## src/rtl/core/kv_block_allocator_macros.svh

```systemverilog
// Assertion macros for the block allocator
`ifndef KV_BLOCK_ALLOCATOR_MACROS_SVH
`define KV_BLOCK_ALLOCATOR_MACROS_SVH

// check a property on every clock edge outside reset
`define KVBA_ASSERT(label, prop, msg) \
	label: assert property (@(posedge clk) disable iff (!arst_n) (prop)) else $error(msg);

// check an implication whose consequent must hold in the cycle after the antecedent
`define KVBA_ASSERT_NEXT(label, ante, cons, msg) \
	label: assert property (@(posedge clk) disable iff (!arst_n) (ante) |=> (cons)) \
		else $error(msg);

`endif

```

## src/rtl/core/kvba_ram.sv

```systemverilog
`timescale 1ns / 1ps
module kvba_ram #(
	parameter int WIDTH = 8,
	parameter int DEPTH = 256
) (
	input  logic                     clk,
	input  logic                     we,
	input  logic [$clog2(DEPTH)-1:0] waddr,
	input  logic [WIDTH-1:0]         wdata,
	input  logic [$clog2(DEPTH)-1:0] raddr,
	output logic [WIDTH-1:0]         rdata
);

	logic [WIDTH-1:0] mem_q [DEPTH];

	// single write port, registered read
	always_ff @(posedge clk) begin
		if (we) begin
			mem_q[waddr] <= wdata;
		end
		rdata <= mem_q[raddr];
	end

endmodule
```

## config.mk

```make
export PLATFORM = sky130hd
export DESIGN_NAME = kvba_ram
export DESIGN_NICKNAME = d
export VERILOG_FILES = /design/src/rtl/core/kv_block_allocator_macros.svh /design/src/rtl/core/kvba_ram.sv
export SDC_FILE = /design/constraint.sdc
export NUM_CORES = 2
export LEC_CHECK = 0
export ABC_AREA = 0
export BUFFER_PORTS_ARGS = -buffer_cell sky130_fd_sc_hd__buf_2
export CORE_ASPECT_RATIO = 0.7
export CORE_MARGIN = 3
export CORE_UTILIZATION = 50
export CTS_CLUSTER_DIAMETER = 40
export DETAILED_ROUTE_END_ITERATION = 8
export PLACE_DENSITY_LB_ADDON = 0.15
export SYNTH_ARGS = -nofsm -noshare
export SYNTH_HDL_FRONTEND = slang
export SYNTH_SLANG_ARGS = --single-unit
```

## constraint.sdc

```tcl
create_clock -name clk -period 5 [get_ports clk]
set_clock_uncertainty 0.15 [all_clocks]
set_input_delay 0 -clock clk [delete_from_list [all_inputs] [get_ports clk]]
set_output_delay 0 -clock clk [all_outputs]
set_load 0.1 [all_outputs]
```

# == Word level (Yosys, flattened, before mapping) ==
# Memory sizes are Yosys's and may differ from the RTL's. A register that Yosys moved wholly into a read port is not among the register bits.
# Cells that the tools add are included.
# totals
regBits,0
ramBits,2048
inputBits,26
elab_cells,3
mem_count,1
# mem_list
name,words,word_bits,rd,rd_ports_with_merged_regs,write_ports,line,rtl
mem_q,256,8,1,1,1,kvba_ram.sv:14,logic [WIDTH-1:0] mem_q [DEPTH];
# op_classes
n_mux,2
# ops
op,count
two-way mux 1 bit,2

# == Depth between registers and ports, before layout ==
# logic_depth
depth_word,2
ltp_mapped,11

# == Worst setup path before layout ==
# No wires, ideal clock.
# synth_path
path_kind,input port to flip-flop
start,input raddr[0]
end,"register rdata[2], read port of mem_q"
setup_time_ns,0.131
arrival_ns,1.807
slack_ns,2.912
stages,9
n_path_buf,4
path_cell_list,buf_6 > buf_12 > buf_8 > buf_2 > mux4_2 > a22oi_1 > a21oi_1 > nor4_1 > nor4_2
# synth_rtl
element,line,rtl
"start, declared",kvba_ram.sv:10,"input logic [$clog2(DEPTH)-1:0] raddr,"
"end, declared",kvba_ram.sv:11,output logic [WIDTH-1:0] rdata

==> flow_summary.json <==
{
  "status": "complete, no violations",
  "ys.warnings.count": 0,
  "slew_headroom_pct": 7.55,
  "period_minus_slack_ps": 3320,
  "initial_core_util_pct": 50.8,
  "clock_insertion_delay_worst_skew_ps": 830,
  "synth_xor_area_share_pct": 0,
  "synth_fp_nets": 3759,
  "finalCritPeriodShare_pct": 66.5,
  "grt_pass1_vias": 38515,
  "rsz0062_at_grt": "false",
  "synth_seq_cells": 2056,
  "synthCells": 3733,
  "antenna_left": 0,
  "syn_avg_cell_area_um2": 21.3,
  "synth-simple-area-share_pct": 2.63,
  "die-width_um": 483,
  "timing.rr.start": "mem_q[25][3]",
  "grt_start_max_net_pins": 170,
  "gr-total-overflow": 0,
  "synth_top_family_by_area": "multiplexers",
  "hp-class": "in2reg",
  "cp_max_fo": 13,
  "layout-drive-gt1-share_pct": 22.8,
  "start_kind": "primary input",
  "min_to": "mem_q[9][6]",
  "die_area_mm2": 0.164,
  "whs_path_depth": 2,
  "path_class": "in2reg",
  "max-vdd-ir-drop_uv": 329,
  "num_rows": 121,
  "io_pins": 34,
  "seq_area_frac_synth_pct": 77.5,
  "clk_root_buffer_cell": "clkbuf_16",
  "clkSlewWorstSetupHoldPaths_ps": 60,
  "power_density_mw_per_mm2": 399,
  "drtIter0Drc": 4912,
  "synth_mux_area_share_pct": 14.6,
  "report.final.slew_viol_count": 0,
  "tightest_slew_ps": 1370,
  "place_congestion": 0.850,
  "p_leak_nw": 27.3,
  "synth_top_area_share_pct": 77.3,
  "hold_start": "wdata[6]",
  "grtUsageTotal_pct": 25.0,
  "tns_ps": 0,
  "synth.distinct_cells": 55,
  "ctsHtreeMaxLevel": 4,
  "reg2reg_slack_ps": 1740,
  "grt_pass1_wl_um": 290000,
  "cts.sink_count": 2056,
  "critPathRequiredTime_ps": 5510,
  "cts_hold_buf": 16,
  "final_util_pct": 56.7,
  "core_area_mm2": 0.157,
  "fin_nets": 3903,
  "hold_viol_final": 0,
  "synth_edf_count": 2048,
  "synthFlopType": "edfxtp_1",
  "synth_commonest_cells": "edfxtp_1, mux4_2, nor2_1",
  "max-clock-path-buffers": 3,
  "yosysMostFrequentCell": "edfxtp_1",
  "timing.fmax_ghz": 0.301,
  "arrival_ps": 3830,
  "port_buffers": 33,
  "area_delta_synth_final_pct": 11.6,
  "hold_ws_ps": 116,
  "setup_viol": 0,
  "antenna_found_initial": 14,
  "drc_errors": 0,
  "cts_resized": 0,
  "synth_top_area_cell": "edfxtp_1",
  "synthArstFlopShare_pct": 0,
  "cts_tree": "done",
  "maxCapViolations": 0,
  "cts-buffers-inserted": 193,
  "synth_compound_area_share_pct": 3.42,
  "dp_hpwl_um": 123000,
  "r2r-end": "rdata[3]",
  "vias": 39013,
  "cp-end-kind": "register",
  "fp.dieH_um": 340,
  "firstDrtPassIters": 6,
  "synth_area_mm2": 0.0796,
  "wl_per_cell_um": 33.0,
  "synthTopCellsByArea": "edfxtp_1, mux4_2, mux2i_1",
  "viasPerCell": 6.36,
  "synthAdderAreaFrac_pct": 0,
  "postCtsSetupRepairBufs": 0,
  "drt-total-wl_um": 203000,
  "r2r.worst_path.cells": 7
}
[area by class of cell]
cell class | count | area, um2
antenna | 1 | 2.50
clock buffer | 236 | 5080
clock inverter | 123 | 1140
fill | 11530 | 67900
inverter | 2 | 7.51
multi-input combinational | 1442 | 16500
sequential | 2056 | 61700
tap | 2091 | 2620
timing repair buffer | 182 | 1750
[stage by stage]
step                worst slack (ps)  cell area [um2]  cells  total power, mW
floorplan                       2910            79600   3733             20.4
global placement                 508            82400   5754             21.2
detailed placement              1080            82400   5756             21.2
CTS                             1790            88800   6131             35.6
global route                    1610            88800   6132             36.4
finish                          1680            88800   6133             35.4
[kinds of logic after synthesis]
family,count (synthesis)
simple gates,466
mux,591
flops,2056
compound gates,385
buf+inv,235
[where the power goes]
group	internal [mW]	switching [mW]
Sequential	19.0	0.0365
Combinational	0.598	1.24
Clock	8.13	6.42
Total	27.7	7.69
[metal layers]
layer | part of all wire, % | track usage (%) | up-vias
met3 | 10 | 7.25 | 281
li1 | - | - | 15990
met1 | 44 | 38.8 | 20888
met2 | 44 | 34.8 | 1846
met4 | 2.3 | 6.49 | 8
met5 | 0.027 | 0 | -
[critical path, cell delays in order]
cell and delay, ps:
dlygate4sd3_1 520, buf_2 470, buf_4 390, and3b_1 400, o221ai_1 370, o211ai_1 360
a21oi_1 140, nor4_1 800, buf_4 280, nor4_2 50
[flip-flops by register name, indices dropped and copies added (netlist names)]
signal  flops
rdata       8
mem_q    2048
[how the worst max path moves through the flow]
stage | to | from
after floorplan | rdata[2] | raddr[0]
after global placement | rdata[1] | raddr[0]
after detailed placement | rdata[1] | raddr[1]
after CTS | rdata[4] | mem_q[77][4]
after global routing | rdata[4] | mem_q[77][4]
final | rdata[2] | raddr[4]
[placed cells by master (no fill, tap or decap), drive strengths merged, types with 4 or more instances in the layout]
master,count
o21ai,12
nor4,27
dfxtp,8
clkbuf,236
a22o,8
inv,14
o211ai,10
bufinv,17
dlygate4sd3,16
nand2b,8
nor3,22
a22oi,133
a221oi,14
mux4,456
nor2b,31
edfxtp,2048
a21oi,96
a2111oi,5
buf,166
nand4,10
and2,6
or2,4
o221ai,47
clkinvlp,10
clkinv,84
nand2,33
o22a,5
mux2i,134
a211oi,16
o32ai,5
nand3,34
nor2,282
o22ai,28
No activity file was read; power rests on OpenSTA's default activity.
